==> src/design/icg_pkg.sv <==
package icg_pkg;

    localparam int MAX_MAPS_DEF   = 10;
    localparam int MAX_WIDTH_DEF  = 512;
    localparam int MAX_HEIGHT_DEF = 512;
    localparam int FRAC_BITS_DEF  = 20;

    localparam int QUEUE_DEPTH = 2;

    localparam logic [7:0] COUNT_LIMIT = 8'd254;

    localparam logic [9:0] RST_WIDTH  = 10'd512;
    localparam logic [9:0] RST_HEIGHT = 10'd512;
    localparam logic       RST_COLOR  = 1'b0;
    localparam logic [3:0] RST_MAPS   = 4'd5;

    localparam logic [2:0] SEL_THR_LO = 3'd6;
    localparam logic [2:0] SEL_THR_HI = 3'd7;

    localparam logic [2:0] STEP_SEL [6] = '{3'd0, 3'd1, 3'd4, 3'd2, 3'd3, 3'd5};

    localparam logic [1:0] CH_LOW  = 2'd0;
    localparam logic [1:0] CH_MID  = 2'd1;
    localparam logic [1:0] CH_HIGH = 2'd2;

    localparam logic [1:0] PICK_CUR  = 2'd0;
    localparam logic [1:0] PICK_PREV = 2'd1;

    typedef enum logic [1:0] {
        CFG_WIDTH  = 2'd0,
        CFG_HEIGHT = 2'd1,
        CFG_COLOR  = 2'd2,
        CFG_MAPS   = 2'd3
    } t_cfg_idx;

    typedef enum logic [1:0] {
        CMD_LOAD = 2'd0,
        CMD_WARM = 2'd1,
        CMD_PLOT = 2'd2,
        CMD_READ = 2'd3
    } t_cmd;

    typedef enum logic [3:0] {
        ST_CLEAR,
        ST_IDLE,
        ST_MOD,
        ST_CRD,
        ST_CMUL,
        ST_CACC,
        ST_PROJX,
        ST_PROJY,
        ST_CHK,
        ST_PRD,
        ST_PWR,
        ST_OUT
    } t_state;

    typedef struct packed {
        logic [1:0]         cmd;
        logic [3:0]         coef_map;
        logic [2:0]         coef_sel;
        logic signed [31:0] coef_value;
        logic [30:0]        rnd;
        logic [1:0]         history_pick;
        logic [8:0]         read_x;
        logic [8:0]         read_y;
        logic [1:0]         read_channel;
    } t_in;

    typedef struct packed {
        logic       done_res;
        logic       in_bounds;
        logic [8:0] pixel_x;
        logic [8:0] pixel_y;
        logic [1:0] channel;
        logic [7:0] count_value;
    } t_out;

    typedef struct packed {
        logic [9:0] width;
        logic [9:0] height;
        logic       color;
        logic [3:0] maps;
    } t_cfg;

    typedef struct packed {
        t_cmd kind;
        t_in  item;
    } t_qent;

    typedef struct packed {
        logic clearing;
        logic stopped;
    } t_stat;

endpackage

==> src/design/icg_front.sv <==
module icg_front (
    input  logic           i_clk,
    input  logic           i_rst_n,
    input  logic           i_push,
    input  icg_pkg::t_in   i_req,
    input  logic           i_pop,
    output icg_pkg::t_qent o_head,
    output logic           o_valid,
    output logic           o_full
);
    import icg_pkg::*;

    localparam int PW = (QUEUE_DEPTH > 1) ? $clog2(QUEUE_DEPTH) : 1;
    localparam int CW = $clog2(QUEUE_DEPTH + 1);

    t_qent          r_mem [QUEUE_DEPTH];
    logic [PW-1:0]  r_head;
    logic [PW-1:0]  r_tail;
    logic [CW-1:0]  r_count;
    t_qent          n_ent;

    always_comb begin
        n_ent.kind = t_cmd'(i_req.cmd);
        n_ent.item = i_req;
    end

    assign o_head  = r_mem[r_head];
    assign o_valid = (r_count != '0);
    assign o_full  = (r_count == CW'(QUEUE_DEPTH));

    always_ff @(posedge i_clk) begin
        if (i_push) begin
            r_mem[r_tail] <= n_ent;
        end
    end

    always_ff @(posedge i_clk) begin
        if (!i_rst_n) begin
            r_head  <= '0;
            r_tail  <= '0;
            r_count <= '0;
        end else begin
            if (i_push) begin
                r_tail <= (r_tail == PW'(QUEUE_DEPTH - 1)) ? '0 : r_tail + 1'b1;
            end
            if (i_pop) begin
                r_head <= (r_head == PW'(QUEUE_DEPTH - 1)) ? '0 : r_head + 1'b1;
            end
            if (i_push && !i_pop) begin
                r_count <= r_count + 1'b1;
            end else if (i_pop && !i_push) begin
                r_count <= r_count - 1'b1;
            end
        end
    end

endmodule

==> config.mk <==
export PLATFORM = sky130hd
export DESIGN_NAME = icg_front
export DESIGN_NICKNAME = d
export VERILOG_FILES = /design/src/design/icg_pkg.sv /design/src/design/icg_front.sv
export SDC_FILE = /design/constraint.sdc
export NUM_CORES = 1
export LEC_CHECK = 0
export BUFFER_PORTS_ARGS = -buffer_cell sky130_fd_sc_hd__buf_2
export CAP_MARGIN = 20
export CORE_MARGIN = 5
export CORE_UTILIZATION = 34
export CTS_CLUSTER_DIAMETER = 100
export DETAILED_ROUTE_END_ITERATION = 8
export PLACE_DENSITY = 0.53
export SLEW_MARGIN = 20
export SYNTH_ARGS = -nofsm -noshare
export SYNTH_HDL_FRONTEND = slang
export SYNTH_SLANG_ARGS = --single-unit
==> constraint.sdc <==
create_clock -name i_clk -period 8.5 [get_ports i_clk]
set_clock_uncertainty 0.2 [all_clocks]
set_input_delay 1.7 -clock i_clk [delete_from_list [all_inputs] [get_ports i_clk]]
set_output_delay 1.7 -clock i_clk [all_outputs]
set_load 0.01 [all_outputs]
==> flow_metrics.env, run 1 <==
export IMPL_numCtsBuffers=17
export IMPL_die_w_um=153.8
export IMPL_synth_warnings=0
export IMPL_worstHoldPathType="flop to flop"
export IMPL_ys_ff_latch=193
export IMPL_synth_edf_count=188
export IMPL_final_cells=805
export IMPL_cp_slowest_cell="buf_4"
export IMPL_yosysTopAreaCell="edfxtp_1"
export IMPL_ys_flop_type="edfxtp_1"
export IMPL_place_area_mm2=0.008300
export IMPL_worstReg2RegEnd="r_mem[1][22]"
export IMPL_ys_types=17
export IMPL_initial_core_util_pct=34.62
export IMPL_intPower_mw=1.646
export IMPL_wirelength_um=13690
export IMPL_synth_top_area_share_pct=80.33
export IMPL_clk_latency_ps=420
export IMPL_setup_tns_final_ps=0
export IMPL_wl_met2_um=6481
export IMPL_n_antenna_cell=0
export IMPL_antenna_found_initial=1
export IMPL_syn2layout_area_growth_pct=26.63
export IMPL_p_seq_share_pct=52.3
export IMPL_postCtsHoldBufs=0
export IMPL_irDropWorstVdd_v=0.0001275
export IMPL_p_leak_nw=3.311
export IMPL_finalSetupViolations=0
export IMPL_power_mw=2.134
export IMPL_met3WireLength_um=1130
export IMPL_fin_crit_ps=4381
export IMPL_yosysMostFrequentCell="edfxtp_1"
export IMPL_highest_layer="met5"
export IMPL_setup_worst_path_end_class="primary output"
export IMPL_dr_pass1_iters=4
export IMPL_portBuffers=195
export IMPL_min_from="r_count[1]"
export IMPL_postSynthCellCount=316
export IMPL_grt_pass1_wl_um=21160
export IMPL_clk_pin_slew_worst_paths_ps=70
export IMPL_drv_cap=0
export IMPL_p_clk_share_pct=37.9
export IMPL_ctsHtreeMaxLevel=4
export IMPL_hold_end="r_count[1]"
export IMPL_grt_pass1_vias=3935
export IMPL_power_density_mw_per_mm2=239.8
export IMPL_finalMaxSlewViolations=0
export IMPL_clk_path_buf_depth=2
export IMPL_power_share_combinational_pct=9.8
export IMPL_dp_hpwl_um=9121
export IMPL_cts_sinks=193
export IMPL_path_max_fanout=58
export IMPL_cp_arrival_ps=2480
export IMPL_path_cells="buf_4, mux2_2, buf_2"
export IMPL_synthArstFlopShare_pct=0
export IMPL_root_buffer="clkbuf_16"
export IMPL_cts_tree="built"
export IMPL_post_cts_buffers=0
export IMPL_layout_drive_gt1_share_pct=61.31
export IMPL_swShare_pct=22.89
export IMPL_boundaryPins=196
export IMPL_r2r_slack_ps=6240
export IMPL_relSlewSlack_pct=45.81
export IMPL_synth_nets=415
export IMPL_rows=52
export IMPL_min_path_cells=2
export IMPL_placed_cells=773
export IMPL_place_congestion=0.7138
export IMPL_num_vias=3583
export IMPL_drc=0
export IMPL_core_area_mm2=0.02030
export IMPL_wl_per_cell_um=17.01
export IMPL_netlist_area_mm2=0.007028
export IMPL_switchingPower_mw=0.4884
export IMPL_fmax_ghz=0.2282
export IMPL_criticalPathCategory="flop to primary output"
export IMPL_grt_start_max_net_pins=59
export IMPL_cpPeakStageDelay_ps=680
export IMPL_yosys_top_cells_count="edfxtp_1, mux2_2, buf_6, dfxtp_1, and2_1"
export IMPL_rsz0062_at_grt="false"
export IMPL_avgSynthCellArea_um2=22.24
export IMPL_drtIter0Drc=124
export IMPL_grtUsageTotal_pct=11.52
export IMPL_hold_viol=0
export IMPL_die_area_mm2=0.02365
export IMPL_cp_start_kind="flop"
export IMPL_fp_dieH_um=153.8
export IMPL_status="complete, no violations"
export IMPL_cp_data_required_time_ps=6600
export IMPL_r2r_cells=2
export IMPL_post_route_period_util_pct=51.54
export IMPL_final_antenna_net_count=0
export IMPL_worst_slew_pin_slew_ps=812.9
export IMPL_drt_vias_per_instance=4.451
export IMPL_post_cts_resized=0
export IMPL_synthTopCellsByArea="edfxtp_1, mux2_2, dfxtp_1"
export IMPL_regToRegStartpoint="r_tail"
export IMPL_drt_met1_wl_um=5880
export IMPL_final_area_mm2=0.008900
export IMPL_grt_overflow_total=0
export IMPL_synth_seq_area_share_pct=81.75
export IMPL_final_nets=621
flip-flops by register name, summed over array words and instances, names as in the netlist, named ones only:
name / count
r_tail: 1
r_mem: 188
r_head: 1
r_count: 2
kinds of logic after synthesis:
group	after synthesis	synth area share, %
DFF	193	81.75
AOI/OAI and AO/OA	3	0.2849
adders and majority gates	1	0.1780
buffers and inverters	13	1.549
xor gates and xnor gates	3	0.3739
muxes	94	15.06
and+or+nand+nor	9	0.8012
how the worst max path moves through the flow:
stage                       from     endpoint  slack, ps  depth (start not counted)
after CTS                   flop   o_head[27]       4050                          3
after detailed placement    flop   o_head[27]       4510                          3
final                       flop   o_head[27]       4120                          3
after global routing        flop   o_head[27]       3970                          3
after global placement      flop   o_head[27]       4550                          3
after floorplan           i_push  r_mem[0][0]       1910                          1
per-stage QoR:
stage	utilization [%]	hold slack (ps)	setup WS [ps]
2_1_floorplan	-	260.6	1914
3_3_place_gp	40.75	274.4	4551
3_5_place_dp	40.89	312.6	4514
4_1_cts	43.84	325.4	4047
5_1_grt	43.84	340.4	3967
6_report	43.84	327.5	4119
metal layers:
metal / vias up / GRT usage [%]
li1: 1664 / -
met1: 1763 / 14.39
met2: 139 / 18.34
met3: 15 / 4.272
met4: 2 / 4.373
met5: - / 0
critical path, delay by kind of cell, from the launching register on:
family,cells,cell delay [ps]
buffers and inverters,2,830
DFF,1,660
muxes,1,440
final cells by class:
cell class                 instances  area [um2]
clock buffer                      18       429.2
timing repair buffer             199        1026
tap                              270       337.8
multi-input combinational        110        1184
sequential                       193        5749
inverter                           1       3.754
clock inverter                    14       170.2
fill                            1858       11400
power by group through the flow:
stage	registers (mW)	clock network [mW]	logic, mW
6_report	1.12	0.810	0.208
5_1_grt	1.12	0.878	0.227
4_1_cts	1.12	0.837	0.215
3_5_place_dp	1.14	0	0.213
3_3_place_gp	1.14	0	0.208
2_1_floorplan	1.13	0	0.127
placed cells by master (no fill, tap or decap):
master and count:
buf_2 195, edfxtp_1 188, mux2_2 94, clkbuf_16 17, inv_8 4, dfxtp_1 4, and2_1 3, clkinv_4 3
inv_6 3, buf_4 3, nor2b_1 2, xor2_1 2, bufinv_16 2, or2_2 1, inv_1 1, and2_4 1
nor2b_4 1, xnor2_1 1, o21a_1 1, o21ai_0 1, or3_1 1, a21boi_1 1, ha_1 1, dfxtp_4 1
clkbuf_1 1, clkinvlp_4 1, clkinv_2 1, buf_16 1
No activity file was read; power rests on OpenSTA's default activity.
==> run 2, diff against run 1 <==
Settings changed: PLACE_DENSITY 0.53 to 0.55.
Clock period 8.5 ns to 3.7 ns, I/O delays scaled along.
==> run 2 against run 1 <==
Against the previous run:
- worst setup slack worse by 3500 ps
- die area stayed put
- hold slack worse by 26 ps
- first-iteration DRC count is 5.6% lower
- sequential power grew 130%
- sequential share of layout area is 0.21 points higher
- count of clock-buffer cells in the layout increased by 1
- via count shrank 0.53%
- final area down 0.32%
- non-clock buffer count rose by 3
- cell count rose by 0.37%
- largest power group unchanged
==> flow_metrics.env, run 2 (synthesis gave the netlist of run 1 again) <==
export IMPL_power_mw=4.736
export IMPL_drc=0
export IMPL_dp_hpwl_um=9392
export IMPL_drv_cap=0
export IMPL_initial_core_util_pct=34.62
export IMPL_rsz0062_at_grt="false"
export IMPL_criticalPathCategory="flop to primary output"
export IMPL_worst_slew_pin_slew_ps=837.5
export IMPL_fin_crit_ps=3035
export IMPL_dr_pass1_iters=4
export IMPL_clk_path_buf_depth=2
export IMPL_postCtsHoldBufs=0
export IMPL_status="complete, no violations"
export IMPL_num_vias=3564
export IMPL_p_leak_nw=3.304
export IMPL_wl_per_cell_um=16.94
export IMPL_grt_overflow_total=0
export IMPL_final_antenna_net_count=0
export IMPL_cp_start_kind="flop"
export IMPL_cts_sinks=193
export IMPL_setup_tns_final_ps=0
export IMPL_clk_pin_slew_worst_paths_ps=60
export IMPL_crit_cells=3
export IMPL_wirelength_um=13690
export IMPL_final_nets=624
export IMPL_layout_common_cells="buf_2, edfxtp_1, mux2_2"
export IMPL_grt_pass1_wl_um=21250
export IMPL_numCtsBuffers=17
export IMPL_cp_slowest_cell="dfxtp_4"
export IMPL_cp_arrival_ps=2100
export IMPL_clk_latency_ps=410
export IMPL_layout_drive_gt1_share_pct=60.97
export IMPL_worstHoldPathType="flop to flop"
export IMPL_cp_data_required_time_ps=2760
export IMPL_final_area_mm2=0.008871
export IMPL_post_route_util_pct=43.70
export IMPL_fillers=1841
export IMPL_die_area_mm2=0.02365
export IMPL_rows=52
export IMPL_post_cts_resized=0
export IMPL_top_register="r_mem"
export IMPL_drtIter0Drc=117
export IMPL_worstReg2RegEnd="r_mem[1][62]"
export IMPL_place_area_mm2=0.008328
export IMPL_final_common_cell="buf_2"
export IMPL_finalSetupViolations=0
export IMPL_core_area_mm2=0.02030
export IMPL_cts_tree="built"
export IMPL_n_antenna_cell=0
export IMPL_place_congestion=0.7524
export IMPL_fp_dieH_um=153.8
export IMPL_endpoint="o_head[13]"
export IMPL_irDropWorstVdd_v=0.0002868
export IMPL_root_buffer="clkbuf_16"
export IMPL_portBuffers=195
export IMPL_die_w_um=153.8
export IMPL_fmax_ghz=0.3295
export IMPL_regToRegStartpoint="r_tail"
export IMPL_path_delay_family="flip-flops"
export IMPL_antenna_found_initial=2
export IMPL_finalMaxSlewViolations=0
export IMPL_drt_vias_per_instance=4.411
export IMPL_post_cts_buffers=0
export IMPL_reg_top3="r_mem x188, r_count x2"
export IMPL_hold_viol=0
export IMPL_grt_pass1_vias=4068
export IMPL_power_density_mw_per_mm2=533.9
export IMPL_post_route_period_util_pct=82.03
export IMPL_ctsHtreeMaxLevel=4
export IMPL_syn2layout_area_growth_pct=26.22
export IMPL_r2r_slack_ps=1910
export IMPL_path_max_fanout=46
export IMPL_setup_worst_path_end_class="primary output"
export IMPL_crit_buf_inv=2
export IMPL_r2r_cells=2
export IMPL_grtUsageTotal_pct=11.52
export IMPL_grt_start_max_net_pins=62
export IMPL_relSlewSlack_pct=44.17
export IMPL_cpPeakStageDelay_ps=770
export IMPL_largest_reg_flops=188
export IMPL_boundaryPins=196
export IMPL_path_cells="buf_4, mux2_2, buf_2"
-- run 2: cell type report --
cell class	instances	area [um2]	area share [%]
Clock buffer	19	432.9	4.880
Clock inverter	13	110.1	1.241
Inverter	1	3.754	0.04231
Multi-Input combinational cell	110	1184	13.34
Sequential cell	193	5749	64.81
Tap cell	270	337.8	3.808
Timing Repair Buffer	202	1054	11.88
-- run 2: report_power, final --
part / internal [mW] / total [mW] / switching (mW)
sequential: 2.53 / 2.57 / 0.0469
clock: 0.928 / 1.69 / 0.760
combinational: 0.236 / 0.476 / 0.240
-- run 2: per-layer routing --
metal	routed length [um]	track usage, %
met1	5454	12.77
met2	6945	20.16
met3	1101	5.115
met4	158	3.238
met5	25	0
-- run 2: worst reg2reg max path, delay by kind of cell, from the launching register on --
kind | cells | cell delay, ps
buffers and inverters | 1 | 380
flip-flops | 1 | 390
AND/OR/NAND/NOR | 1 | 520
-- run 2: worst min-delay path by stage --
stage                     startpoint      endpoint  slack, ps  cells past startpoint
final                     r_count[1]    r_count[1]        300                      2
after global routing       i_req[88]  r_mem[1][88]        280                      1
after CTS                  i_req[40]  r_mem[0][40]        290                      1
after detailed placement  r_count[1]    r_count[1]        290                      2
after global placement    r_count[1]    r_count[1]        270                      2
after floorplan           r_count[1]    r_count[1]        260                      2
-- run 2: through the flow --
stage	cells	hold slack, ps	setup WS (ps)
final	808	301.4	664.8
after global routing	808	279.5	521.9
after CTS	808	289.6	583.3
after detailed placement	776	292.8	1036
after global placement	776	272.6	1093
after floorplan	316	260.6	130.8
==> run 3, diff against run 2 <==
Settings changed: PLACE_DENSITY 0.55 to 0.53.
Clock period 3.7 ns to 2.8 ns, I/O delays scaled along.
==> run 3 against run 2 <==
Against the previous run:
- sequential share of layout area is 0.36 points lower
- flip-flop and latch count stayed put
- via count barely moved
- register-to-register slack worse by 840 ps
- final area grew 0.56%
- sequential power increased by 32%
- first-iteration DRC count is 6.0% higher
==> flow_metrics.env, run 3 (synthesis gave the netlist of run 1 again) <==
export IMPL_num_vias=3563
export IMPL_n_antenna_cell=0
export IMPL_finalMaxSlewViolations=0
export IMPL_post_route_util_pct=43.95
export IMPL_die_w_um=153.8
export IMPL_fin_crit_ps=2585
export IMPL_finalSetupViolations=0
export IMPL_numCtsBuffers=17
export IMPL_boundaryPins=196
export IMPL_placed_cells=775
export IMPL_ctsHtreeMaxLevel=4
export IMPL_root_buffer="clkbuf_16"
export IMPL_post_cts_buffers=0
export IMPL_cp_start_kind="flop"
export IMPL_final_cells=807
export IMPL_layout_drive_gt1_share_pct=61.27
export IMPL_drtIter0Drc=124
export IMPL_initial_core_util_pct=34.62
export IMPL_path_cells="buf_12, mux2_2, buf_2"
export IMPL_path_delay_family="flip-flops"
export IMPL_setup_tns_final_ps=0
export IMPL_rsz0062_at_grt="false"
export IMPL_largest_reg_flops=188
export IMPL_antenna_found_initial=0
export IMPL_drc=0
export IMPL_syn2layout_area_growth_pct=26.94
export IMPL_hold_viol=0
export IMPL_power_share_combinational_pct=10.3
export IMPL_switchingPower_mw=1.445
export IMPL_core_area_mm2=0.02030
export IMPL_rows=52
export IMPL_power_density_mw_per_mm2=711.6
export IMPL_clk_latency_ps=410
export IMPL_status="complete, no violations"
export IMPL_reg_top3="r_mem x188, r_count x2"
export IMPL_final_common_cell="buf_2"
export IMPL_crit_cells=3
export IMPL_regToRegStartpoint="r_tail"
export IMPL_p_seq_share_pct=53.3
export IMPL_fp_dieH_um=153.8
export IMPL_wirelength_um=13630
export IMPL_swShare_pct=22.76
export IMPL_drv_cap=0
export IMPL_path_max_fanout=38
export IMPL_irDropWorstVdd_v=0.0003816
export IMPL_post_route_period_util_pct=92.33
export IMPL_dp_hpwl_um=9268
export IMPL_wl_per_cell_um=16.89
export IMPL_fillers=1870
export IMPL_die_area_mm2=0.02365
export IMPL_cp_data_required_time_ps=2040
export IMPL_cts_sinks=193
export IMPL_cts_tree="built"
export IMPL_intPower_mw=4.903
export IMPL_final_nets=623
export IMPL_place_congestion=0.7459
export IMPL_grt_pass1_wl_um=20910
export IMPL_cp_arrival_ps=1830
export IMPL_whs_ps=128.4
export IMPL_endpoint="o_head[33]"
export IMPL_post_cts_resized=0
export IMPL_top_register="r_mem"
export IMPL_worst_slew_pin_slew_ps=539.3
export IMPL_grt_start_max_net_pins=57
export IMPL_postCtsHoldBufs=0
export IMPL_relSlewSlack_pct=64.05
export IMPL_dr_pass1_iters=4
export IMPL_final_antenna_net_count=0
export IMPL_r2r_slack_ps=1070
export IMPL_grt_pass1_vias=3924
export IMPL_grt_overflow_total=0
export IMPL_setup_worst_path_end_class="primary output"
export IMPL_grtUsageTotal_pct=11.30
export IMPL_fmax_ghz=0.3868
export IMPL_criticalPathCategory="flop to primary output"
export IMPL_drt_vias_per_instance=4.415
export IMPL_cpPeakStageDelay_ps=580
export IMPL_clk_path_buf_depth=2
export IMPL_crit_buf_inv=2
export IMPL_r2r_cells=2
export IMPL_p_leak_nw=3.305
export IMPL_clk_pin_slew_worst_paths_ps=70
export IMPL_portBuffers=195
export IMPL_cp_slowest_cell="dfxtp_4"
export IMPL_layout_common_cells="buf_2, edfxtp_1, mux2_2"
export IMPL_p_clk_share_pct=36.4
export IMPL_worstHoldPathType="input pin to flop"
export IMPL_worstReg2RegEnd="r_mem[1][12]"
## run 3: cell types whose count changed in the layout (fill, tap and decap cells not counted)
cell | previous run | this run
inv_8 | 0 | 3
clkinv_1 | 2 | 0
buf_12 | 2 | 5
clkinv_2 | 4 | 2
clkinvlp_4 | 0 | 4
buf_4 | 5 | 1
clkinv_4 | 3 | 1
inv_6 | 3 | 2
## run 3: stage by stage
step           worst slack (ps)  power, mW  instance area [um2]
3_3_place_gp              656.5      4.101                 8358
4_1_cts                   162.4      6.460                 8921
3_5_place_dp              634.9      4.117                 8358
6_report                  214.7      6.348                 8921
2_1_floorplan             179.7      3.813                 7037
5_1_grt                   127.1      6.631                 8921
## run 3: worst min path at each step
| stage | from | endpoint | slack, ps | cells past startpoint |
|---|---|---|---|---|
| after CTS | i_req[62] | r_mem[1][62] | 100 | 1 |
| after global placement | r_count[1] | r_count[1] | 270 | 2 |
| after global routing | i_req[62] | r_mem[1][62] | 100 | 1 |
| after detailed placement | r_count[1] | r_count[1] | 320 | 2 |
| final | i_req[79] | r_mem[1][79] | 130 | 1 |
| after floorplan | r_count[1] | r_count[1] | 260 | 2 |
## run 3: power by group through the flow
| stage | clock network [mW] | logic [mW] | registers, mW |
|---|---|---|---|
| detailed placement | 0 | 0.667 | 3.45 |
| global route | 2.53 | 0.709 | 3.39 |
| CTS | 2.40 | 0.672 | 3.39 |
| finish | 2.31 | 0.653 | 3.38 |
| global placement | 0 | 0.659 | 3.44 |
| floorplan | 0 | 0.386 | 3.43 |
## run 3: layout make-up
class                           count  area [um2]  share of cell area, %
Tap cell                          270       337.8                  3.787
Sequential cell                   193        5749                  64.45
Inverter                            1       3.754                0.04208
Clock buffer                       19       432.9                  4.853
Clock inverter                     13       130.1                  1.459
Multi-Input combinational cell    110        1184                  13.27
Timing Repair Buffer              201        1084                  12.15
## run 3: per-layer routing
layer | vias to the layer above | global-route usage [%] | part of all wire [%]
met2 | 131 | 18.93 | 50
met1 | 1758 | 13.49 | 42
met4 | 0 | 3.911 | 1.1
met5 | - | 0 | 0
li1 | 1665 | - | -
met3 | 9 | 4.188 | 7.8
